===== src/rtl/core/atan2_approximation_unit_macros.svh =====
// ----------------------------------------------------------------------------
// Assertion macros for the arctangent unit
// Each macro is empty when the design is built for synthesis.
// ----------------------------------------------------------------------------
`ifndef ATAN2_APPROXIMATION_UNIT_MACROS_SVH
`define ATAN2_APPROXIMATION_UNIT_MACROS_SVH

`ifndef SYNTHESIS

`define ATAN2_ASSERT_HOLDS(label, clk, rst_n, prop, msg) \
    label: assert property (@(posedge clk) disable iff (!rst_n) (prop)) else $error(msg);

`define ATAN2_ASSERT_IMPL(label, clk, rst_n, ante, cons, msg) \
    label: assert property (@(posedge clk) disable iff (!rst_n) (ante) |-> (cons)) \
        else $error(msg);

`define ATAN2_ASSERT_NEXT(label, clk, rst_n, ante, cons, msg) \
    label: assert property (@(posedge clk) disable iff (!rst_n) (ante) |=> (cons)) \
        else $error(msg);

`else

`define ATAN2_ASSERT_HOLDS(label, clk, rst_n, prop, msg)

`define ATAN2_ASSERT_IMPL(label, clk, rst_n, ante, cons, msg)

`define ATAN2_ASSERT_NEXT(label, clk, rst_n, ante, cons, msg)

`endif

`endif


===== src/rtl/core/atan2_pkg.sv =====
// ----------------------------------------------------------------------------
// atan2_pkg
// Types, fixed-point constants and the rounding multiply of the arctangent unit.
// ----------------------------------------------------------------------------
package atan2_pkg;

    localparam int RATIO_BITS = 16;
    localparam int DIV_STEPS  = 2;
    localparam int FIX_W      = 18;
    localparam int FRAC       = 15;
    localparam int PROD_W     = 2 * FIX_W + 1;
    localparam int ANGLE_W    = 16;

    typedef logic signed [FIX_W-1:0]   fix_t;
    typedef logic signed [PROD_W-1:0]  prod_t;
    typedef logic signed [ANGLE_W-1:0] angle_t;

    typedef struct packed {
        logic swap;
        logic xneg;
        logic yneg;
        logic zero;
    } flags_t;

    localparam logic [RATIO_BITS-1:0] RATIO_ONE = RATIO_BITS'(1 << FRAC);

    localparam fix_t K7          = fix_t'(814);
    localparam fix_t K5          = fix_t'(6122);
    localparam fix_t K3          = fix_t'(-3083);
    localparam fix_t K1          = fix_t'(-10883);
    localparam fix_t HALF_PI_Q15 = fix_t'(51472);
    localparam fix_t PI_Q15      = fix_t'(102944);

    localparam prod_t PROD_HALF = prod_t'(1 << (FRAC - 1));

    // Product of two Q.15 values, rounded half upward back to Q.15.
    function automatic fix_t mul15(input fix_t a, input fix_t b);
        prod_t prod;
        prod = prod_t'(a) * prod_t'(b);
        prod = prod + PROD_HALF;
        return prod[FRAC+FIX_W-1:FRAC];
    endfunction

endpackage


===== src/rtl/core/atan2_fold.sv =====
// ----------------------------------------------------------------------------
// atan2_fold
// Reflects the first-octant angle into its quadrant, rounds it to the output
// format and holds it in the output register.
// ----------------------------------------------------------------------------
`include "atan2_approximation_unit_macros.svh"

module atan2_fold #(
    parameter int ANGLE_FRAC_BITS = 13
) (
    input  logic                clk,
    input  logic                rst_n,
    input  logic                base_valid,
    output logic                base_ready,
    input  atan2_pkg::fix_t     base_angle,
    input  atan2_pkg::flags_t   base_flags,
    output logic                angle_valid,
    input  logic                angle_ready,
    output atan2_pkg::angle_t   angle
);

    localparam int SH = atan2_pkg::FRAC - ANGLE_FRAC_BITS;
    localparam atan2_pkg::fix_t   RND_HALF  = atan2_pkg::fix_t'(1 << (SH - 1));
    localparam atan2_pkg::angle_t ANGLE_MAX =
        atan2_pkg::angle_t'((102944 + (1 << (SH - 1))) >> SH);

    atan2_pkg::fix_t   folded;
    atan2_pkg::fix_t   mag;
    atan2_pkg::fix_t   signed_mag;
    logic              valid_reg;
    atan2_pkg::angle_t angle_reg;
    atan2_pkg::angle_t angle_next;

    always_comb
    begin
        folded = base_angle;
        if (base_flags.swap)
        begin
            folded = atan2_pkg::HALF_PI_Q15 - folded;
        end
        if (base_flags.xneg)
        begin
            folded = atan2_pkg::PI_Q15 - folded;
        end
        mag        = (folded + RND_HALF) >>> SH;
        signed_mag = base_flags.yneg ? -mag : mag;
        angle_next = base_flags.zero ? '0 : signed_mag[atan2_pkg::ANGLE_W-1:0];
    end

    assign base_ready = !valid_reg || angle_ready;

    always_ff @(posedge clk or negedge rst_n)
    begin
        if (!rst_n)
        begin
            valid_reg <= 1'b0;
        end
        else if (base_ready)
        begin
            valid_reg <= base_valid;
        end
    end

    always_ff @(posedge clk)
    begin
        if (base_ready)
        begin
            angle_reg <= angle_next;
        end
    end

    assign angle_valid = valid_reg;
    assign angle       = angle_reg;

    `ATAN2_ASSERT_IMPL(a_angle_range, clk, rst_n, angle_valid, (angle <= ANGLE_MAX) && (angle >= -ANGLE_MAX), "Angle outside minus pi to pi.")
    `ATAN2_ASSERT_NEXT(a_angle_hold, clk, rst_n, angle_valid && !angle_ready, angle_valid, "Stalled angle was dropped.")
    `ATAN2_ASSERT_IMPL(a_fold_ready, clk, rst_n, angle_ready, base_ready, "Output stage blocks while downstream is ready.")

endmodule


===== config.mk =====
export PLATFORM = sky130hd
export DESIGN_NAME = atan2_fold
export DESIGN_NICKNAME = d
export VERILOG_FILES = /design/src/rtl/core/atan2_pkg.sv /design/src/rtl/core/atan2_fold.sv
export VERILOG_INCLUDE_DIRS = /design/src /design/src/rtl/core
export SDC_FILE = /design/constraint.sdc
export NUM_CORES = 1
export LEC_CHECK = 0
export BUFFER_PORTS_ARGS = -buffer_cell sky130_fd_sc_hd__buf_2
export CAP_MARGIN = 30
export CORE_MARGIN = 3
export CORE_UTILIZATION = 28
export DETAILED_ROUTE_END_ITERATION = 10
export HOLD_SLACK_MARGIN = 0.05
export PLACE_DENSITY_LB_ADDON = 0.12
export SYNTH_ARGS = -nofsm -noshare
export SYNTH_HDL_FRONTEND = slang
export SYNTH_SLANG_ARGS = --single-unit

===== constraint.sdc =====
create_clock -name clk -period 1.3 [get_ports clk]
set_input_delay 0.13 -clock clk [delete_from_list [all_inputs] [get_ports clk]]
set_output_delay 0.13 -clock clk [all_outputs]
set_load 0.03 [all_outputs]

## After elaboration in Yosys (flattened, before gate mapping)

Cells that the tools add are included.

- Register bits after elaboration: 17
- Output and inout port bits: 18
- Input port bits: 26
- Word-level logic and storage cells: 11

- Mux-type cells: 3
- Reductions and logical operators: 2
- $add $sub $neg: 4

Operators by type and width:

| cell | number |
|---|---|
| 18-bit two-way mux | 2 |
| 18-bit by 3-bit adder with 18-bit output, second input constant | 1 |
| 17-bit by 18-bit subtractor with 18-bit output, first input constant | 1 |
| 18-bit subtractor, first input constant | 1 |
| 16-bit two-way mux | 1 |
| 16-bit negator | 1 |
| 1-bit zero test | 1 |
| 1-bit logical OR | 1 |

## Longest topological paths before layout

- Depth after elaboration: 7
- Mapped depth: 16
- Depth with buffers taken out: 13

## Worst setup path after synthesis

Ideal clock, no wire load.

- Path kind: input -> register
- Start: in base_angle[1]
- End: reg angle_reg[15] (netlist: angle[15]), data pin
- Required time: 1038 ps
- Data arrival time: 3736 ps
- Cell stages on the path: 14
- Setup time: 262 ps
- Path slack: -2698 ps
- Buffers on the path: 1
- Cell sequence: clkbuf_1 > inv_1 > ha_1 > or3b_2 > o21a_1 > nor3_2 > and4_1 > mux2i_1 > o31a_1 > or3_4 > nor4_2 > nor2_1 > o41ai_2 > mux2_1

- Longest elaborated chain between the ends: 7

Ends and longest elaborated chain:

| element | RTL line | source |
|---|---|---|
| start: declaration | atan2_fold.sv:15 | `input atan2_pkg::fix_t base_angle,` |
| 17-bit by 18-bit subtractor with 18-bit output | atan2_fold.sv:39 | `folded = atan2_pkg::HALF_PI_Q15 - folded;` |
| 18-bit two-way mux (*) | atan2_fold.sv:37 | `if (base_flags.swap)` |
| 18-bit subtractor | atan2_fold.sv:43 | `folded = atan2_pkg::PI_Q15 - folded;` |
| 18-bit two-way mux (*) | atan2_fold.sv:41 | `if (base_flags.xneg)` |
| 18-bit by 3-bit adder with 18-bit output (*) | atan2_fold.sv:45 | `mag = (folded + RND_HALF) >>> SH;` |
| 16-bit negator | atan2_fold.sv:46 | `signed_mag = base_flags.yneg ? -mag : mag;` |
| 16-bit two-way mux (*) | atan2_fold.sv:46 |  |
| end signal: assignment | atan2_fold.sv:68 | `angle_reg <= angle_next;` |
| end: declaration | atan2_fold.sv:31 | `atan2_pkg::angle_t angle_reg;` |

Mark *: on every way between the ends. The rest lies on a longest branch, timed or not.
A chain may end at the register's enable or synchronous reset.

## Final worst setup path

- Start: in base_angle[2]
- End: reg angle_reg[15] (netlist: angle[15]), data pin

Same word-level chain as after synthesis.

==> results.md <==
### Floorplan
- **width of the chip** 109 microns
- **area enclosed by the die boundary** 11800 sq um
- **initial standard-cell utilization of the core** 0.295
- **placeable core area** 10000 sq um
- **count of standard-cell rows** 36
- **Vert. Die Dim** 109 microns
- **IO Pins** 44

### Placed design
- **detailed placement HPWL** 7.34 mm
- **routability-driven placement congestion ratio** 0.808
- **port bufs** 43
- **Placement Cell Area** 4600 sq um

### Setup path
- **Worst setup SP type** input port
- **Worst EP arrival** 3470 ps
- **worst-case reg-to-reg path depth** 1
- **crit path capture type** flop
- **CP Class** input port to flop
- **worst path required time** 1290 ps
- **reg-to-reg endpoint** angle[2]
- **Critical Path Fanout Max** 6
- **startpoint of the lowest-slack register-to-register path** angle_valid
- **r2r setup slk** 370 ps

### STA
- **final period utilization** 2.68
- **final critical path time including I/O delays and setup** 3480 ps
- **Max-slew headroom** 0.689
- **post-route clock skew** 0.367 ps
- **number of failing hold endpoints at the final stage** 0
- **fin. max-slew vios** 0
- **maximum clock frequency** 288 MHz
- **Worst-Margin Slew** 460 ps
- **Setup-failing EPs final** 16
- **worst setup slack after layout** -2180 ps
- **unrepaired setup endpoints after global routing** yes
- **Final Hold Slack** 83.9 ps

### Drt
- **drt pass-1 iters** 4
- **total routed wirelength** 8.79 mm
- **vias post-DR** 3362
- **DRC violations left** 0
- **Antenna Nets Post-Route** 0
- **Via density** 4.89
- **per-cell routed wire length** 12.8 microns
- **initial detailed-routing violation count** 107

### Yosys
- **commonest cells in the netlist** xnor2_1 (36), nor2_1 (30), nand2_1 (22)
- **mapped cell area** 2950 sq um
- **top area cells in the synthesized netlist** edfxtp_1 (16%), xnor2_1 (11%), xor2_1 (4.4%)
- **area share of the largest cell type after synthesis** 0.163
- **proportion of register bits with asynchronous set or reset after synthesis** 0.0588
- **Gate Count Post-Synth** 365
- **post-synthesis register bit count** 17
- **post-synth top area cell** edfxtp_1
- **synthesized area per cell** 8.09 sq um
- **nets in the synthesized netlist** 394
- **proportion of synthesized chip area in sequential cells** 0.171
- **ys flop type** edfxtp_1
- **post-synth cell types** 86
- **number of synthesized flops with an enable pin** 16
- **library cell with the highest instance count after synthesis** xnor2_1
- **warnings from Yosys** 0

### Clocking
- **Clock Root Buffer** clkbuf_8
- **TritonCTS Sinks** 17
- **clock latency at the later pin of the worst-skew pair** 240 ps
- **CTS tree** done
- **Clock Pin Slew Worst Setup and Hold Paths** 60 ps
- **H-tree depth** 1
- **buffers from clock root to sink, at most** 2
- **number of clock buffers inserted by TritonCTS** 3

### GRT
- **number of global-route vias before repair** 3309
- **global-route total usage across every layer** 0.151
- **initial antenna violation count** 0
- **gr ovfl total** 0
- **maximum number of pins on one net before global-route repair** 21
- **first-pass GRT wire length** 15.0 mm

### Cells and area
- **area added between synthesis and finish** 78.2%
- **flip-flop count of the largest register, all copies and words added** 16
- **# fillers** 971
- **number of nets in the layout** 585
- **share of post-route cells with drive strength above 1** 0.577
- **number of diodes** 0
- **Final Cell Area** 5270 sq um

### Power and ir drop
- **leakage power** 2.17 nW
- **Max VDD drop** 0.000669 V
- **Power per Cell Area** 705 nW/um^2

### Min path
- **WHS Endpoint** angle_valid
- **path category of the worst min-delay check** input port to flop
- **hold-critical path depth** 2
- **Worst Min Path Start** base_valid

### Run
- **max-capacitance violation count** 0

### Run status
- **violated checks** setup timing
- **status** finished with violations

cell type report:
type	count	area, sq um	share of cell area
repair buffers	205	1540	0.293
clock buffers	4	45.0	0.00856
flip-flops and latches	17	505	0.0960
inverters	13	56.3	0.0107
multi-input cells	316	2950	0.561
well taps	133	166	0.0316
where the power goes:
group | internal [mW] | switching (mW) | total [mW]
clock network | 0.216 | 0.146 | 0.363
registers | 0.700 | 0.0157 | 0.716
logic | 1.34 | 1.30 | 2.63
total | 2.25 | 1.46 | 3.71
worst max path at each step:
stage	startpoint	endpoint	slack [ps]	depth (start not counted)
floorplan	base_angle[1]	angle[15]	-2340	14
global placement	base_angle[0]	angle[15]	-2500	14
detailed placement	base_angle[0]	angle[15]	-2580	15
CTS	base_angle[1]	angle[15]	-2230	15
global route	base_angle[2]	angle[15]	-2370	14
finish	base_angle[2]	angle[15]	-2180	14
cell families (layout without fill, tap and decap cells):
kind of cell | count (synthesis) | in the layout | share of synthesized area
buffers and inverters | 33 | 222 | 0.0474
xor gates and xnor gates | 54 | 55 | 0.172
AOI/OAI and AO/OA | 108 | 108 | 0.296
and+or+nand+nor | 144 | 144 | 0.280
DFF | 17 | 17 | 0.171
muxes | 6 | 6 | 0.0216
adders and majority gates | 3 | 3 | 0.0127
layout by cell type, fill, tap and decap left out, types with 4 or more instances in the layout:
cell      netlist  routed
or2_2           5       5
nor2_2          0       4
nor2b_1         5       4
a21oi_1        18      13
o31ai_4         1       4
nand2_1        22      18
o21a_1          5       4
o21ai_0        16       9
nand2_2         1       4
o21ai_4         0       4
edfxtp_1       16      16
buf_6           1      19
nor3_1         20      17
nand3_1        15      13
xnor2_4         0       4
buf_4           0     142
and3b_1         4       4
xor2_2          1       4
nor4_1          5       4
nor2_1         30      25
xnor2_1        36      18
o21ai_1         1       5
a21oi_2         0       5
inv_1          12       8
or3_1           6       4
o31a_1          4       4
xor2_1         15      12
xnor2_2         1      15
o211ai_1        7       7
buf_2           7      40
metrics by stage:
stage	utilization	setup TNS [ps]	cells	setup slack [ps]	power, mW
6_report	0.527	-25150	688	-2180	3.71
5_1_grt	0.527	-27850	688	-2370	4.00
3_5_place_dp	0.460	-30600	661	-2580	2.97
2_1_floorplan	-	-25080	365	-2340	2.09
3_3_place_gp	0.460	-29880	661	-2500	2.95
4_1_cts	0.497	-25560	678	-2230	3.56
timing repair:
action,CTS,global route
pin swaps,48,28
buffers inserted,14,11
setup endpoints to repair,17,16
hold buffers,1,0
cloned,0,1
resized for setup,50,38
hold endpoints to repair,1,0
routing by layer:
| metal | part of all wire | vias up | GRT usage | wire [microns] |
|---|---|---|---|---|
| met3 | 0.024 | 6 | 0.00178 | 212 |
| met4 | 0.0084 | 0 | 0.0280 | 74 |
| met5 | 0 | - | 0 | 0 |
| met1 | 0.46 | 1532 | 0.201 | 4040 |
| li1 | - | 1768 | - | - |
| met2 | 0.51 | 56 | 0.277 | 4460 |
worst max-delay path, stage by stage:
cell	delay, ps
buf_2	150
o41a_4	520
a2111oi_4	440
xnor2_1	260
nand2_1	150
buf_4	160
mux2_4	260
and2_1	160
buf_4	130
nand3_1	120
nor2_1	90
xnor2_2	170
o41ai_2	340
mux2_2	370
No activity file was read; power rests on OpenSTA's default activity.
