`config.mk`:
```
export PLATFORM = sky130hd
export DESIGN_NAME = atan2_poly
export DESIGN_NICKNAME = d
export VERILOG_FILES = /design/src/rtl/core/atan2_approximation_unit_macros.svh /design/src/rtl/core/atan2_pkg.sv /design/src/rtl/core/atan2_poly.sv
export SDC_FILE = /design/constraint.sdc
export NUM_CORES = 2
export LEC_CHECK = 0
export BUFFER_PORTS_ARGS = -buffer_cell sky130_fd_sc_hd__buf_2
export CAP_MARGIN = 20
export CELL_PAD_IN_SITES_DETAIL_PLACEMENT = 2
export CELL_PAD_IN_SITES_GLOBAL_PLACEMENT = 2
export CORE_AREA = 2 2 374 376
export CTS_BUF_LIST = sky130_fd_sc_hd__clkbuf_8
export DETAILED_ROUTE_END_ITERATION = 7
export DIE_AREA = 0 0 376 378
export GPL_TIMING_DRIVEN = 0
export PLACE_DENSITY_LB_ADDON = 0.15
export SLEW_MARGIN = 10
export SYNTH_ARGS = -nofsm -noshare
export SYNTH_HDL_FRONTEND = slang
export SYNTH_SLANG_ARGS = --single-unit
```
`constraint.sdc`:
```
create_clock -name clk -period 19.7 [get_ports clk]
set_input_delay 4.925 -clock clk [delete_from_list [all_inputs] [get_ports clk]]
set_output_delay 4.925 -clock clk [all_outputs]
set_load 0.01 [all_outputs]
```
`src/rtl/core/atan2_approximation_unit_macros.svh`:
```
// ----------------------------------------------------------------------------
// Assertion macros for the arctangent unit
// Each macro is empty when the design is built for synthesis.
// ----------------------------------------------------------------------------
`ifndef ATAN2_APPROXIMATION_UNIT_MACROS_SVH
`define ATAN2_APPROXIMATION_UNIT_MACROS_SVH

`ifndef SYNTHESIS

`define ATAN2_ASSERT_HOLDS(label, clk, rst_n, prop, msg) \
    label: assert property (@(posedge clk) disable iff (!rst_n) (prop)) else $error(msg);

`define ATAN2_ASSERT_IMPL(label, clk, rst_n, ante, cons, msg) \
    label: assert property (@(posedge clk) disable iff (!rst_n) (ante) |-> (cons)) \
        else $error(msg);

`define ATAN2_ASSERT_NEXT(label, clk, rst_n, ante, cons, msg) \
    label: assert property (@(posedge clk) disable iff (!rst_n) (ante) |=> (cons)) \
        else $error(msg);

`else

`define ATAN2_ASSERT_HOLDS(label, clk, rst_n, prop, msg)

`define ATAN2_ASSERT_IMPL(label, clk, rst_n, ante, cons, msg)

`define ATAN2_ASSERT_NEXT(label, clk, rst_n, ante, cons, msg)

`endif

`endif

```
`src/rtl/core/atan2_pkg.sv`:
```
// ----------------------------------------------------------------------------
// atan2_pkg
// Types, fixed-point constants and the rounding multiply of the arctangent unit.
// ----------------------------------------------------------------------------
package atan2_pkg;

    localparam int RATIO_BITS = 16;
    localparam int DIV_STEPS  = 2;
    localparam int FIX_W      = 18;
    localparam int FRAC       = 15;
    localparam int PROD_W     = 2 * FIX_W + 1;
    localparam int ANGLE_W    = 16;

    typedef logic signed [FIX_W-1:0]   fix_t;
    typedef logic signed [PROD_W-1:0]  prod_t;
    typedef logic signed [ANGLE_W-1:0] angle_t;

    typedef struct packed {
        logic swap;
        logic xneg;
        logic yneg;
        logic zero;
    } flags_t;

    localparam logic [RATIO_BITS-1:0] RATIO_ONE = RATIO_BITS'(1 << FRAC);

    localparam fix_t K7          = fix_t'(814);
    localparam fix_t K5          = fix_t'(6122);
    localparam fix_t K3          = fix_t'(-3083);
    localparam fix_t K1          = fix_t'(-10883);
    localparam fix_t HALF_PI_Q15 = fix_t'(51472);
    localparam fix_t PI_Q15      = fix_t'(102944);

    localparam prod_t PROD_HALF = prod_t'(1 << (FRAC - 1));

    // Product of two Q.15 values, rounded half upward back to Q.15.
    function automatic fix_t mul15(input fix_t a, input fix_t b);
        prod_t prod;
        prod = prod_t'(a) * prod_t'(b);
        prod = prod + PROD_HALF;
        return prod[FRAC+FIX_W-1:FRAC];
    endfunction

endpackage

```
`src/rtl/core/atan2_poly.sv`:
```
// ----------------------------------------------------------------------------
// atan2_poly
// Five-stage evaluation of the odd degree-9 arctangent polynomial on the ratio.
// ----------------------------------------------------------------------------
module atan2_poly (
    input  logic                               clk,
    input  logic                               rst_n,
    input  logic                               ratio_valid,
    output logic                               ratio_ready,
    input  logic [atan2_pkg::RATIO_BITS-1:0]   ratio,
    input  atan2_pkg::flags_t                  ratio_flags,
    output logic                               base_valid,
    input  logic                               base_ready,
    output atan2_pkg::fix_t                    base_angle,
    output atan2_pkg::flags_t                  base_flags
);

    localparam int STAGES = 5;

    logic [STAGES-1:0]   valid_reg;
    logic [STAGES-1:0]   valid_src;
    logic [STAGES:0]     ready_chain;
    atan2_pkg::flags_t   flags_reg [STAGES];

    atan2_pkg::fix_t a_in;
    atan2_pkg::fix_t a1_reg;
    atan2_pkg::fix_t s1_reg;
    atan2_pkg::fix_t a2_reg;
    atan2_pkg::fix_t s2_reg;
    atan2_pkg::fix_t c2_reg;
    atan2_pkg::fix_t q2_reg;
    atan2_pkg::fix_t a3_reg;
    atan2_pkg::fix_t s3_reg;
    atan2_pkg::fix_t c3_reg;
    atan2_pkg::fix_t r3_reg;
    atan2_pkg::fix_t t3_reg;
    atan2_pkg::fix_t a4_reg;
    atan2_pkg::fix_t c4_reg;
    atan2_pkg::fix_t r4_reg;
    atan2_pkg::fix_t r5_reg;

    assign a_in = atan2_pkg::fix_t'(ratio);

    assign valid_src           = {valid_reg[STAGES-2:0], ratio_valid};
    assign ready_chain[STAGES] = base_ready;
    assign ratio_ready         = ready_chain[0];

    for (genvar g = 0; g < STAGES; g++)
    begin : g_ctrl
        assign ready_chain[g] = !valid_reg[g] || ready_chain[g+1];

        always_ff @(posedge clk or negedge rst_n)
        begin
            if (!rst_n)
            begin
                valid_reg[g] <= 1'b0;
            end
            else if (ready_chain[g])
            begin
                valid_reg[g] <= valid_src[g];
            end
        end

        always_ff @(posedge clk)
        begin
            if (ready_chain[g])
            begin
                flags_reg[g] <= (g == 0) ? ratio_flags : flags_reg[(g == 0) ? 0 : g - 1];
            end
        end
    end

    always_ff @(posedge clk)
    begin
        if (ready_chain[0])
        begin
            a1_reg <= a_in;
            s1_reg <= atan2_pkg::mul15(a_in, a_in);
        end
        if (ready_chain[1])
        begin
            a2_reg <= a1_reg;
            s2_reg <= s1_reg;
            c2_reg <= atan2_pkg::mul15(s1_reg, a1_reg);
            q2_reg <= atan2_pkg::mul15(s1_reg, s1_reg);
        end
        if (ready_chain[2])
        begin
            a3_reg <= a2_reg;
            s3_reg <= s2_reg;
            c3_reg <= c2_reg;
            r3_reg <= atan2_pkg::mul15(atan2_pkg::K7, q2_reg) + atan2_pkg::K5;
            t3_reg <= atan2_pkg::mul15(atan2_pkg::K3, q2_reg) + atan2_pkg::K1;
        end
        if (ready_chain[3])
        begin
            a4_reg <= a3_reg;
            c4_reg <= c3_reg;
            r4_reg <= atan2_pkg::mul15(r3_reg, s3_reg) + t3_reg;
        end
        if (ready_chain[4])
        begin
            r5_reg <= atan2_pkg::mul15(r4_reg, c4_reg) + a4_reg;
        end
    end

    assign base_valid = valid_reg[STAGES-1];
    assign base_angle = r5_reg;
    assign base_flags = flags_reg[STAGES-1];

endmodule

```
-- Word-level counts from Yosys, hierarchy flattened
Memories as Yosys holds them, arrays and structs flattened.
Index checks and enable logic that the tools add are counted.
- input port bits: 24
- logic and storage cells: 59
- bits in registers: 265
- RAM bits: 20
- memories: 1
- output and inout port bits: 24
- memory list (name ; words ; width ; rd ports ; clocked after memory_dff ; wr ports ; line ; RTL):
    flags_reg ; 5 ; 4 ; 5 ; 0 ; 5 ; atan2_poly.sv:23 ; atan2_pkg::flags_t flags_reg [STAGES];
- $mul: 7
- multiplexer cells: 10
- reduce and logical (&&, ||, !) cells: 10
- add/subtract/negate cells: 11
- operators by type and width (kind ; number):
    adder 33 x 16 -> 33 bit, second input constant ; 4
    multiplier 18 x 18 -> 33 bit ; 2
    adder 32 x 15 -> 33 bit, second input constant ; 1
    multiplier 16 x 18 -> 33 bit ; 1
    multiplier 18 x 17 -> 33 bit ; 1
    adder 31 x 16 -> 32 bit, second input constant ; 1
    multiplier 16 x 16 -> 32 bit ; 1
    multiplier 13 x 18 -> 31 bit, first input constant ; 1
    adder 29 x 16 -> 30 bit, second input constant ; 1
    multiplier 10 x 18 -> 28 bit, first input constant ; 1
    adder 17 x 15 -> 18 bit, second input constant ; 1
    adder 18 x 17 -> 18 bit ; 1
    adder 18 bit ; 1
    adder 15 x 14 -> 16 bit, second input constant ; 1
    two-way mux 1 bit ; 10
    logical NOT 1 bit ; 5
    logical OR 1 bit ; 5

-- Logic depth before layout (Yosys ltp)
- depth in word-level cells: 8
- depth in mapped cells: 37
- gate-level depth less buffers: 36

-- Worst setup path after synthesis
OpenSTA, ideal clock, no wires.
- path kind: input to output
- start point: input base_ready
- end point: output ratio_ready
- stages on the path: 4
- data required time: 14775 ps
- data arrival time: 8424 ps
- path buffers: 0
- setup slack: 6351 ps
- cells stage by stage: nor2b_1 > nand4_1 > inv_1 > nand2_1
- cells in the longest elaborated chain, start to end: 5
- RTL lines (what ; line ; RTL):
    from (decl) ; atan2_poly.sv:13 ; input logic base_ready,
    logical OR 1 bit (4 in series) ; atan2_poly.sv:50 ; assign ready_chain[g] = !valid_reg[g] || ready_chain[g+1];
    net ready_chain[1] ; atan2_poly.sv:22 ; logic [STAGES:0] ready_chain;
    logical OR 1 bit ; atan2_poly.sv:50 ;
    to (decl) ; atan2_poly.sv:9 ; output logic ratio_ready,
The timed path passes the listed nets, and every way through them passes these cells.

-- Final worst setup path
- start point: input ratio[3] (netlist name)
- end point: register s1_reg[17], data pin
- cells in the longest elaborated chain, start to end: 2
- RTL lines (what ; line ; RTL):
    from (decl) ; atan2_poly.sv:10 ; input logic [atan2_pkg::RATIO_BITS-1:0] ratio,
    multiplier 16 x 16 -> 32 bit ; atan2_pkg.sv:39 ; prod = prod_t'(a) * prod_t'(b);
    adder 32 x 15 -> 33 bit ; atan2_pkg.sv:40 ; prod = prod + PROD_HALF;
    to (signal assigned) ; atan2_poly.sv:78 ; s1_reg <= atan2_pkg::mul15(a_in, a_in);
    to (decl) ; atan2_poly.sv:27 ; atan2_pkg::fix_t s1_reg;
No other way between the ends.
A chain may end at the register's enable or synchronous reset.

==> impl_results.md <==
* Vias per cell at 5.91
* Final net count at between 9000 and 10000
* Clock sink total at roughly 290
* Htree depth at 2
* Synth async-reset ratio at 1.75%
* Setup Buffers After CTS at 0
* I/O Buffers at 47
* Cell row count at 137
* Clock Tree Root: clkbuf_8
* Worst setup SP type: primary input
* Syn-to-layout area delta at 5.91%
* CTS hold repair buffers at 0
* Total Routing Usage GR at roughly 40%
* Yosys top cell area share at between 40% and 50%
* Max reg flops at 20
* Drt initial violations at 3700
* Crit-path max FO at 10
* Worst Setup SP: ratio[3]
* Synth Warn # at 0
* Hold_sp: c2_reg[15]
* RSZ-0062 raised after global routing: no
* Yosys reg bits at ~290
* Total CTS buffers at a little under 60
* CP endpoint kind: flop
* Clock Skew at around 0.056 ns
* DIE WIDTH at between 300 and 400 um
* DP HPWL at around 210000 um
* Yosys cell types at slightly above 80
* Crit path kind: primary input to flop
* Mean Syn Cell Area at approximately 10 um2
* Netlist Area Pre-Place at ~67000 um2
* Slew headroom at 21.9%
* Placer Congestion at 0.893
* Total core area at ~140000 um2
* Vias at a little over 50000
* DRT Pass-1 Iters at 5
* # resized after CTS at 0
* Ys flop type: edfxtp_1
* I/O pin count at 48
* Post-synth top area cell: fa_1
* Setup TNS Final at 0 ns
* Clock transition at the registers of the reported paths at about 0.08 ns
* Die Area at between 100000 and 150000 um2
* Die Ht at roughly 380 um
* Dominant cells by area after synthesis: fa_1 44%, ha_1 13%, edfxtp_1 12%
* Max-cap violation count at 0
* Final setup vio count at 0
* Final count of hold timing violations at 0
* WL per Instance at approximately 32 um
* Hold Path Class: flop to flop
* First-pass GRT wire length at approximately 420000 um
* DRT Wirelength at around 280000 um
* Post-Syn Nets at just under 9000
* Post-Syn Instances at a little under 7000
* Outcome: complete, no violations
* Antenna violations before repair at 19
* Layout cells sized above 1 at under 10%
* Tcrit/Tclk final at 64.7%
* Critical Path RT at 20.30 ns
* TritonCTS clock tree: yes
* Register area share after synthesis at between 10% and 20%
* Number of global-route vias before repair at 63500
* F_max at 0.0785 GHz
* Post-route ant nets at 0
* FF-to-FF Start: r3_reg[8]
* Largest net degree at the start of global routing at between 50 and 60
* Initial Util at 48.6%
* EDFF count, synth at 280
* Max-slew violation count at 0
* GR Overflow Total at 0
* CTS max path bufs at 3
* DR DRC count at 0
* Arrival @ worst endpoint at about 13 ns
* Worst-margin pin slew at 1.17 ns
* Tmin final at roughly 13 ns
* Clock latency on the worst-skew pair at ~0.80 ns
==> routing by layer <==
layer | up-vias | wire length, um | track usage (%)
li1 | 20200 | - | -
met1 | 27200 | 97300 | 44.0
met2 | 2705 | 142000 | 70.6
met3 | 1404 | 19900 | 7.77
met4 | 10 | 24000 | 28.1
met5 | - | 71 | 0
==> per-stage QoR <==
step	hold slack, ns	cell area (um2)	setup slack (ns)	instances	util (%)
CTS	0.424	71300	7.19	8700	51.5
global placement	0.401	69900	3.82	8580	50.5
global route	0.426	71300	6.99	8705	51.5
detailed placement	0.412	70100	6.64	8591	50.6
floorplan	0.400	67400	6.35	6726	-
finish	0.419	71400	6.96	8715	51.5
==> layout make-up <==
type,instances,area [um2]
diodes,15,37.5
plain buffers,185,694
clock buffers,58,798
clock inverters,51,415
fillers,14300,67100
inverters,1859,6980
multi-input cells,4397,51200
flip-flops and latches,285,8530
well taps,1807,2260
repair buffers,58,445
==> critical path, cell delays in order <==
cell,delay [ns]
buf_2,0.29
clkbuf_1,0.69
nand2_1,0.32
fa_1,0.65
inv_1,0.08
fa_1,0.54
inv_1,0.08
fa_1,0.52
fa_1,0.53
fa_1,0.54
inv_1,0.08
fa_1,0.45
ha_1,0.35
a21o_1,0.18
a21o_1,0.18
a21o_1,0.20
a21o_1,0.19
a21o_1,0.26
o311ai_1,0.46
a31oi_1,0.30
o41a_1,0.44
and2_1,0.25
o21a_1,0.23
nor2_1,0.27
xor2_1,0.31
==> cell usage after synthesis, drive strengths merged (5+ instances only) <==
cell / n
nand2: 596
and3: 15
nor3: 55
a21o: 51
and2: 570
o21ai: 48
a21oi: 97
ha: 682
a311oi: 7
or2: 22
fa: 1487
inv: 1858
o211ai: 17
clkbuf: 182
or3: 16
a31oi: 10
o41ai: 8
nor3b: 6
o31ai: 9
xor2: 60
nor2: 186
xnor2: 189
nor2b: 40
a211oi: 14
edfxtp: 280
dfrtp: 5
o21a: 39
nand4: 13
o21bai: 13
nand2b: 37
nand3: 30
==> placed cells by master (no fill, tap or decap), drive strengths merged, types with 9 or more instances in the layout <==
| master | n |
|---|---|
| fa | 1487 |
| ha | 682 |
| clkinv | 30 |
| nor2b | 40 |
| a211oi | 14 |
| xor2 | 60 |
| nand3 | 30 |
| o211ai | 17 |
| diode | 15 |
| o21bai | 13 |
| and2 | 570 |
| xnor2 | 189 |
| nor2 | 186 |
| a31oi | 10 |
| a21o | 51 |
| nor3 | 55 |
| buf | 61 |
| nand2 | 596 |
| or2 | 22 |
| o31ai | 9 |
| nand4 | 13 |
| or3 | 16 |
| and3 | 15 |
| clkbuf | 240 |
| edfxtp | 280 |
| nand2b | 37 |
| inv | 1871 |
| o21a | 39 |
| o21ai | 48 |
| a21oi | 97 |
==> final timing paths <==
kind	to	slack, ns	cells past startpoint
worst max-delay path	s1_reg[17]	6.96	25
worst min-delay path	c3_reg[15]	0.42	0
worst max register to register	r4_reg[17]	8.19	34
worst min register to register	c3_reg[15]	0.42	0
max in group asynchronous	valid_reg[0]	15.63	1
min in group asynchronous	valid_reg[3]	3.94	1
==> cell families (layout without fill, tap and decap cells) <==
kind of cell | Yosys count | after routing | synth area share (%)
multiplexers | 7 | 7 | 0.110
other | 0 | 15 | 0
XOR/XNOR | 249 | 249 | 3.26
AO/OA/AOI/OAI | 365 | 365 | 3.73
flip-flops | 285 | 285 | 12.7
AND/OR/NAND/NOR | 1607 | 1607 | 12.0
adder cells (fa/ha/maj) | 2169 | 2169 | 56.8
buffers and inverters | 2044 | 2211 | 11.4
Power is not shown: default switching activity piles up to over one toggle a cycle in this logic, so the estimate is an artifact.
