File: src/rtl/core/atan2_approximation_unit_macros.svh
// ----------------------------------------------------------------------------
// Assertion macros for the arctangent unit
// Each macro is empty when the design is built for synthesis.
// ----------------------------------------------------------------------------
`ifndef ATAN2_APPROXIMATION_UNIT_MACROS_SVH
`define ATAN2_APPROXIMATION_UNIT_MACROS_SVH

`ifndef SYNTHESIS

`define ATAN2_ASSERT_HOLDS(label, clk, rst_n, prop, msg) \
    label: assert property (@(posedge clk) disable iff (!rst_n) (prop)) else $error(msg);

`define ATAN2_ASSERT_IMPL(label, clk, rst_n, ante, cons, msg) \
    label: assert property (@(posedge clk) disable iff (!rst_n) (ante) |-> (cons)) \
        else $error(msg);

`define ATAN2_ASSERT_NEXT(label, clk, rst_n, ante, cons, msg) \
    label: assert property (@(posedge clk) disable iff (!rst_n) (ante) |=> (cons)) \
        else $error(msg);

`else

`define ATAN2_ASSERT_HOLDS(label, clk, rst_n, prop, msg)

`define ATAN2_ASSERT_IMPL(label, clk, rst_n, ante, cons, msg)

`define ATAN2_ASSERT_NEXT(label, clk, rst_n, ante, cons, msg)

`endif

`endif

File: src/rtl/core/atan2_pkg.sv
// ----------------------------------------------------------------------------
// atan2_pkg
// Types, fixed-point constants and the rounding multiply of the arctangent unit.
// ----------------------------------------------------------------------------
package atan2_pkg;

    localparam int RATIO_BITS = 16;
    localparam int DIV_STEPS  = 2;
    localparam int FIX_W      = 18;
    localparam int FRAC       = 15;
    localparam int PROD_W     = 2 * FIX_W + 1;
    localparam int ANGLE_W    = 16;

    typedef logic signed [FIX_W-1:0]   fix_t;
    typedef logic signed [PROD_W-1:0]  prod_t;
    typedef logic signed [ANGLE_W-1:0] angle_t;

    typedef struct packed {
        logic swap;
        logic xneg;
        logic yneg;
        logic zero;
    } flags_t;

    localparam logic [RATIO_BITS-1:0] RATIO_ONE = RATIO_BITS'(1 << FRAC);

    localparam fix_t K7          = fix_t'(814);
    localparam fix_t K5          = fix_t'(6122);
    localparam fix_t K3          = fix_t'(-3083);
    localparam fix_t K1          = fix_t'(-10883);
    localparam fix_t HALF_PI_Q15 = fix_t'(51472);
    localparam fix_t PI_Q15      = fix_t'(102944);

    localparam prod_t PROD_HALF = prod_t'(1 << (FRAC - 1));

    // Product of two Q.15 values, rounded half upward back to Q.15.
    function automatic fix_t mul15(input fix_t a, input fix_t b);
        prod_t prod;
        prod = prod_t'(a) * prod_t'(b);
        prod = prod + PROD_HALF;
        return prod[FRAC+FIX_W-1:FRAC];
    endfunction

endpackage

File: src/rtl/core/atan2_div.sv
// ----------------------------------------------------------------------------
// atan2_div
// Pipelined restoring divider giving floor(min * 2^15 / max), two quotient
// bits per stage.
// ----------------------------------------------------------------------------
`include "atan2_approximation_unit_macros.svh"

module atan2_div #(
    parameter int W = 16
) (
    input  logic                                   clk,
    input  logic                                   rst_n,
    input  logic                                   mag_valid,
    output logic                                   mag_ready,
    input  logic [W-1:0]                           mag_min,
    input  logic [W-1:0]                           mag_max,
    input  atan2_pkg::flags_t                      mag_flags,
    output logic                                   ratio_valid,
    input  logic                                   ratio_ready,
    output logic [atan2_pkg::RATIO_BITS-1:0]       ratio,
    output atan2_pkg::flags_t                      ratio_flags
);

    localparam int DIV_STAGES = atan2_pkg::RATIO_BITS / atan2_pkg::DIV_STEPS;

    logic [W:0]                         cand_reg  [DIV_STAGES];
    logic [W-1:0]                       max_reg   [DIV_STAGES];
    logic [atan2_pkg::RATIO_BITS-1:0]   quot_reg  [DIV_STAGES];
    atan2_pkg::flags_t                  flags_reg [DIV_STAGES];
    logic [DIV_STAGES-1:0]              valid_reg;
    logic [DIV_STAGES:0]                ready_chain;

    assign ready_chain[DIV_STAGES] = ratio_ready;
    assign mag_ready               = ready_chain[0];

    for (genvar g = 0; g < DIV_STAGES; g++)
    begin : g_stage
        logic [W:0]                       cand_src;
        logic [W-1:0]                     max_src;
        logic [atan2_pkg::RATIO_BITS-1:0] quot_src;
        atan2_pkg::flags_t                flags_src;
        logic                             valid_src;
        logic [W:0]                       cand_work;
        logic [W:0]                       diff;
        logic [atan2_pkg::RATIO_BITS-1:0] quot_work;
        logic [W:0]                       cand_next;
        logic [atan2_pkg::RATIO_BITS-1:0] quot_next;

        if (g == 0)
        begin : g_first
            assign cand_src  = {1'b0, mag_min};
            assign max_src   = mag_max;
            assign quot_src  = '0;
            assign flags_src = mag_flags;
            assign valid_src = mag_valid;
        end
        else
        begin : g_rest
            assign cand_src  = cand_reg[g-1];
            assign max_src   = max_reg[g-1];
            assign quot_src  = quot_reg[g-1];
            assign flags_src = flags_reg[g-1];
            assign valid_src = valid_reg[g-1];
        end

        always_comb
        begin
            cand_work = cand_src;
            quot_work = quot_src;
            for (int j = 0; j < atan2_pkg::DIV_STEPS; j++)
            begin
                if (cand_work >= {1'b0, max_src})
                begin
                    diff      = cand_work - {1'b0, max_src};
                    quot_work = {quot_work[atan2_pkg::RATIO_BITS-2:0], 1'b1};
                end
                else
                begin
                    diff      = cand_work;
                    quot_work = {quot_work[atan2_pkg::RATIO_BITS-2:0], 1'b0};
                end
                cand_work = {diff[W-1:0], 1'b0};
            end
            cand_next = cand_work;
            quot_next = quot_work;
        end

        assign ready_chain[g] = !valid_reg[g] || ready_chain[g+1];

        always_ff @(posedge clk or negedge rst_n)
        begin
            if (!rst_n)
            begin
                valid_reg[g] <= 1'b0;
            end
            else if (ready_chain[g])
            begin
                valid_reg[g] <= valid_src;
            end
        end

        always_ff @(posedge clk)
        begin
            if (ready_chain[g])
            begin
                cand_reg[g]  <= cand_next;
                max_reg[g]   <= max_src;
                quot_reg[g]  <= quot_next;
                flags_reg[g] <= flags_src;
            end
        end
    end

    assign ratio_valid = valid_reg[DIV_STAGES-1];
    assign ratio       = quot_reg[DIV_STAGES-1];
    assign ratio_flags = flags_reg[DIV_STAGES-1];

    `ATAN2_ASSERT_IMPL(a_ratio_bound, clk, rst_n, ratio_valid && !ratio_flags.zero, ratio <= atan2_pkg::RATIO_ONE, "Quotient exceeds one.")
    `ATAN2_ASSERT_NEXT(a_ratio_hold, clk, rst_n, ratio_valid && !ratio_ready, ratio_valid, "Stalled quotient was dropped.")
    `ATAN2_ASSERT_IMPL(a_ready_through, clk, rst_n, ratio_ready, mag_ready, "Divider blocks while downstream is ready.")

endmodule

File: config.mk
export PLATFORM = sky130hd
export DESIGN_NAME = atan2_div
export DESIGN_NICKNAME = d
export VERILOG_FILES = /design/src/rtl/core/atan2_pkg.sv /design/src/rtl/core/atan2_div.sv
export VERILOG_INCLUDE_DIRS = /design/src /design/src/rtl/core
export SDC_FILE = /design/constraint.sdc
export NUM_CORES = 1
export LEC_CHECK = 0
export ABC_AREA = 1
export BUFFER_PORTS_ARGS = -buffer_cell sky130_fd_sc_hd__buf_2
export CAP_MARGIN = 20
export CORE_UTILIZATION = 55
export CTS_BUF_LIST = sky130_fd_sc_hd__clkbuf_2 sky130_fd_sc_hd__clkbuf_4 sky130_fd_sc_hd__clkbuf_8
export DETAILED_ROUTE_END_ITERATION = 12
export GPL_TIMING_DRIVEN = 0
export HOLD_SLACK_MARGIN = 0.02
export PLACE_DENSITY = 0.73
export SETUP_SLACK_MARGIN = 0.05
export SYNTH_ARGS = -nofsm -noshare
export SYNTH_HDL_FRONTEND = slang
export SYNTH_SLANG_ARGS = --single-unit
File: constraint.sdc
create_clock -name clk -period 6.3 [get_ports clk]
set_clock_uncertainty 0.05 [all_clocks]
set_input_delay 0.63 -clock clk [delete_from_list [all_inputs] [get_ports clk]]
set_output_delay 0.63 -clock clk [all_outputs]
set_load 0.02 [all_outputs]
[Word level (Yosys, flattened, before mapping)]
Memories as Yosys holds them, arrays and structs flattened.
Cells that the tools add are included.
Storage, ports and cells
  bits of input ports: 40
  memories kept: 4
  output and inout port bits: 22
  bits in registers: 8
  word-level logic and storage cells: 108
  memory bits (writable): 416
Cells by class
  magnitude comparators: 16
  add/sub/neg operators: 16
  reduce and logical (&&, ||, !) cells: 16
  muxes and demuxes: 48
Memory list
  cand_reg: words 8, bits a word 16, rd ports 7, clocked after memory_dff 0, write ports 8, line atan2_div.sv:26  | logic [W:0] cand_reg [DIV_STAGES];
  max_reg: words 8, bits a word 16, rd ports 7, clocked after memory_dff 0, write ports 8, line atan2_div.sv:27  | logic [W-1:0] max_reg [DIV_STAGES];
  quot_reg: words 8, bits a word 16, rd ports 8, clocked after memory_dff 0, write ports 8, line atan2_div.sv:28  | logic [atan2_pkg::RATIO_BITS-1:0] quot_reg [DIV_STAGES];
  flags_reg: words 8, bits a word 4, rd ports 8, clocked after memory_dff 0, write ports 8, line atan2_div.sv:29  | atan2_pkg::flags_t flags_reg [DIV_STAGES];
Operators by type and width (number)
  2-to-1 mux 16 bit: 16
  subtractor 16 bit: 16
  >= comparator 17 x 16 -> 1 bit: 15
  2-to-1 mux 1 bit: 32
  >= comparator 16 bit: 1
  logical NOT 1 bit: 8
  logical OR 1 bit: 8

[Longest topological paths before layout]
  depth in word-level cells: 11
  gate-level depth with buffers: 29
  gate-level depth less buffers: 27

[Worst setup path before layout]
Ideal clock, no wire load.
  path kind: input to output
  from: in ratio_ready
  to: out mag_ready
  buffers on the path: 0
  cell stages on the path: 10
  setup slack: -156 ps
  arrival time: 5776 ps
  data required time: 5620 ps
  path through: nor2_1 inv_1 nor2_1 inv_1 nor2_1 nand2_1 nor2_1 nand2_1 nor2_1 nand2_1
Between the ends
  longest elaborated chain between the ends: 8
Ends and longest elaborated chain
  start, declared: line atan2_div.sv:19  | input logic ratio_ready,
  logical OR 1 bit: line atan2_div.sv:88  | assign ready_chain[g] = !valid_reg[g] || ready_chain[g+1];
  named net ready_chain[7]: line atan2_div.sv:31  | logic [DIV_STAGES:0] ready_chain;
  logical OR 1 bit: line atan2_div.sv:88
  named net ready_chain[6]: line atan2_div.sv:31
  logical OR 1 bit (2 in series): line atan2_div.sv:88
  named net ready_chain[4]: line atan2_div.sv:31
  logical OR 1 bit (2 in series): line atan2_div.sv:88
  named net ready_chain[2]: line atan2_div.sv:31
  logical OR 1 bit (2 in series): line atan2_div.sv:88
  end, declared: line atan2_div.sv:14  | output logic mag_ready,
The timed path passes the listed nets, and every way through them passes these cells.

[Worst setup path after layout]
  from: reg valid_reg[7], in the netlist ratio_valid
  to: out mag_ready
Between the ends
  longest elaborated chain between the ends: 9
Ends and longest elaborated chain
  start, declared: line atan2_div.sv:30  | logic [DIV_STAGES-1:0] valid_reg;
  start signal, assigned by index: line atan2_div.sv:98  | valid_reg[g] <= valid_src;
  logical NOT 1 bit: line atan2_div.sv:88
  logical OR 1 bit: line atan2_div.sv:88
  named net ready_chain[7]: line atan2_div.sv:31
  logical OR 1 bit: line atan2_div.sv:88
  named net ready_chain[6]: line atan2_div.sv:31
  logical OR 1 bit (2 in series): line atan2_div.sv:88
  named net ready_chain[4]: line atan2_div.sv:31
  logical OR 1 bit (2 in series): line atan2_div.sv:88
  named net ready_chain[2]: line atan2_div.sv:31
  logical OR 1 bit (2 in series): line atan2_div.sv:88
The timed path passes the listed nets, and every way through them passes these cells.

==> metrics <==
drt first pass iters=6; Slew @ Worst Pin=0.935 ns; top post-synthesis cells by area=edfxtp_1 36%, nand2_1 17%, ha_1 12%, inv_1 6.3%, nand3_1 5.6%; Post-Syn Nets=3827; Die X=224 microns; Area Overhead vs Synth=9.12%; synthesized area=27000 sq um; Max-Cap Viols=0; FFs w/ async S/R, synth=2.38%; Max stage delay cell, worst path=dfrtp_1; H-tree depth=2; Skew-Pair Late Insertion Delay=0.69 ns; Antenna Violating Nets Remaining=0; Routed WL=70300 microns; TritonCTS clock tree=yes; Seq cells post-synth=336; Slew Viols, Final=0; DRC=0; Final nets=3953; clk sink count=336; ratio of cells with drive above 1 in the final layout=9.40%; row count=80; Die Ht=224 microns; CTS clock-pin slew for the worst setup and hold paths=0.07 ns; Avg Vias per Cell=5.36; yosys warns=0; number of global-route vias before repair=21599; final core utilization=61.3%; Syn Inst Count=3529; max_slew headroom=37.6%; I/O Pins=62; crit share post-route=72.5%; Critical Path Sink Type=output pin; critical-path cell list=inv_1 > nor2_1 > inv_1 > nor2_1 > inv_2 > nor2_1 > nand2_2 > nor2_1 > nand2_2 > nor2_1 > nand2_2 > buf_2; final hold violation count=0; first-pass GRT wire length=112000 microns; critical path's top delay family=simple AND/OR/NAND/NOR gates; status=finished, final reports clean; CP Launch Type=flip-flop; RSZ-0062 raised after global routing=false; number of buffers added on ports=61; crit path time final=4.57 ns; CTS resizes=0; most common cell in the netlist=nand2_1; Setup TNS=0 ns; HPWL Detailed=57600 microns; Critical Path AT=3.89 ns; DR vias=23360; f_max=0.219 GHz; Synth top area share=36.4%; CTS Root Cell=clkbuf_8; CP most frequent cell=nor2_1; Synth cell types=49; post-synthesis sequential area ratio=37.2%; GRT Total Usage=28.3%; TritonCTS Buffers=57; Final Wtd Congestion=0.982; CP Data Required Time=5.62 ns; Initial Util=56.2%; CP Class=reg -> out; Post-synth EDFFs=328; Avg Cell Area, Syn=7.66 sq um; Die Area=50100 sq um; Final Setup Violations=0; min-delay worst type=in -> reg; global route total overflow=0; Core Region=48100 sq um; top cell type by total area after synthesis=edfxtp_1; CP Max Fanout=22; Synth top cells by count=1208 x nand2_1, 451 x inv_1, 328 x edfxtp_1; largest net degree at the start of global routing=47; Wirelength per Cell=16.1 microns; Initial DRC Count=2027; Primary FF master, synth=edfxtp_1; max incr delay on CP=0.46 ns; maximum clock insertion buffer count=3; Buf/Inv on CP=4; initial antenna violation count=1
-- cell type report --
class,instances,area [sq um]
Timing Repair Buffer,67,415
Multi-Input combinational cell,2681,14900
Sequential cell,336,10000
Tap cell,656,821
Buffer,42,355
Clock buffer,71,915
Fill cell,4410,18600
Inverter,470,1770
Antenna cell,1,2.50
Clock inverter,34,307
-- repair_timing --
item | CTS | global route
endpoints found under the hold margin | 8 | 0
setup buffers | 0 | 0
hold buffers | 1 | 0
-- kinds of logic after synthesis --
kind of cell             Yosys count  synth area share, %
AO/OA/AOI/OAI                    357                 7.31
AND/OR/NAND/NOR                 1932                 31.1
flip-flops                       336                 37.2
XOR/XNOR                         134                 4.34
buffers and inverters            512                 7.86
adder cells (fa/ha/maj)          258                 12.2
-- final timing paths --
path                                start              endpoint  slack (ns)  cells past startpoint
min in group asynchronous           rst_n           ratio_valid        0.28                      2
max                           ratio_valid             mag_ready        1.73                     12
max reg2reg                max_reg[1][14]        cand_reg[2][8]        1.75                     23
max in group asynchronous           rst_n  g_stage[6].valid_src        5.73                      2
min                          mag_flags[1]       flags_reg[0][1]        0.08                      1
min reg2reg                quot_reg[1][4]       quot_reg[1][22]        0.35                      0
-- placed cells by master (no fill, tap or decap), types with 6 or more instances in the layout --
cell        synthesis  layout
nand2_4             6       6
clkinv_2            0      13
nor3_1             26      26
buf_6              17      17
a21oi_1           187     187
clkinvlp_4          0       6
edfxtp_1          328     328
nor2_4              8       8
xnor2_1            41      41
ha_1              249     249
inv_1             451     447
a21o_1             10      10
nand3_4             6       6
or2_2              30      30
nand4_1            46      46
dfrtp_1             8       8
a211oi_1            7       7
a31oi_1             8       8
clkbuf_8            0      61
nand3b_1           23      23
o21bai_1           10      10
nand2_2            22      25
o21ai_1            18      18
xor2_1             93      93
a31o_2              6       6
buf_2               8      69
o21ai_0            81      81
buf_4              16      16
fa_1                9       9
nand3_2            14      14
inv_2              16      20
nor2_1            198     198
clkbuf_4            0      10
clkinv_1            1       8
and2_1             14      14
nand2_1          1208    1205
nor2_2             11      11
nor3_2              6       6
o21a_1             14      14
nand3_1           305     305
-- worst register-to-register path: cells and delay by family, from the launching register on --
family,cells,cell delay (ns)
and+or+nand+nor,11,1.35
AOI/OAI and AO/OA,6,0.99
adders and majority gates,2,0.74
buffers and inverters,4,0.67
DFF,1,0.48
-- stage by stage --
stage	hold WS, ns	area (sq um)	setup WS [ns]	std cells
after floorplan	0.284	27000	0.273	3529
after global placement	0.351	28200	-2.01	4246
after detailed placement	0.355	28300	1.66	4251
after CTS	0.0227	29500	1.65	4357
after global routing	0.0482	29500	1.40	4358
final	0.0754	29500	1.73	4358
-- routing by layer --
| layer | up-vias | wire length (microns) | track usage [%] |
|---|---|---|---|
| met1 | 10508 | 31800 | 38.8 |
| met3 | 150 | 4620 | 3.79 |
| met4 | 0 | 2770 | 11.8 |
| met2 | 765 | 31100 | 45.2 |
| li1 | 11937 | - | - |
| met5 | - | 0 | 0 |
Power is not shown: default switching activity piles up to over one toggle a cycle in this logic, so the estimate is an artifact.
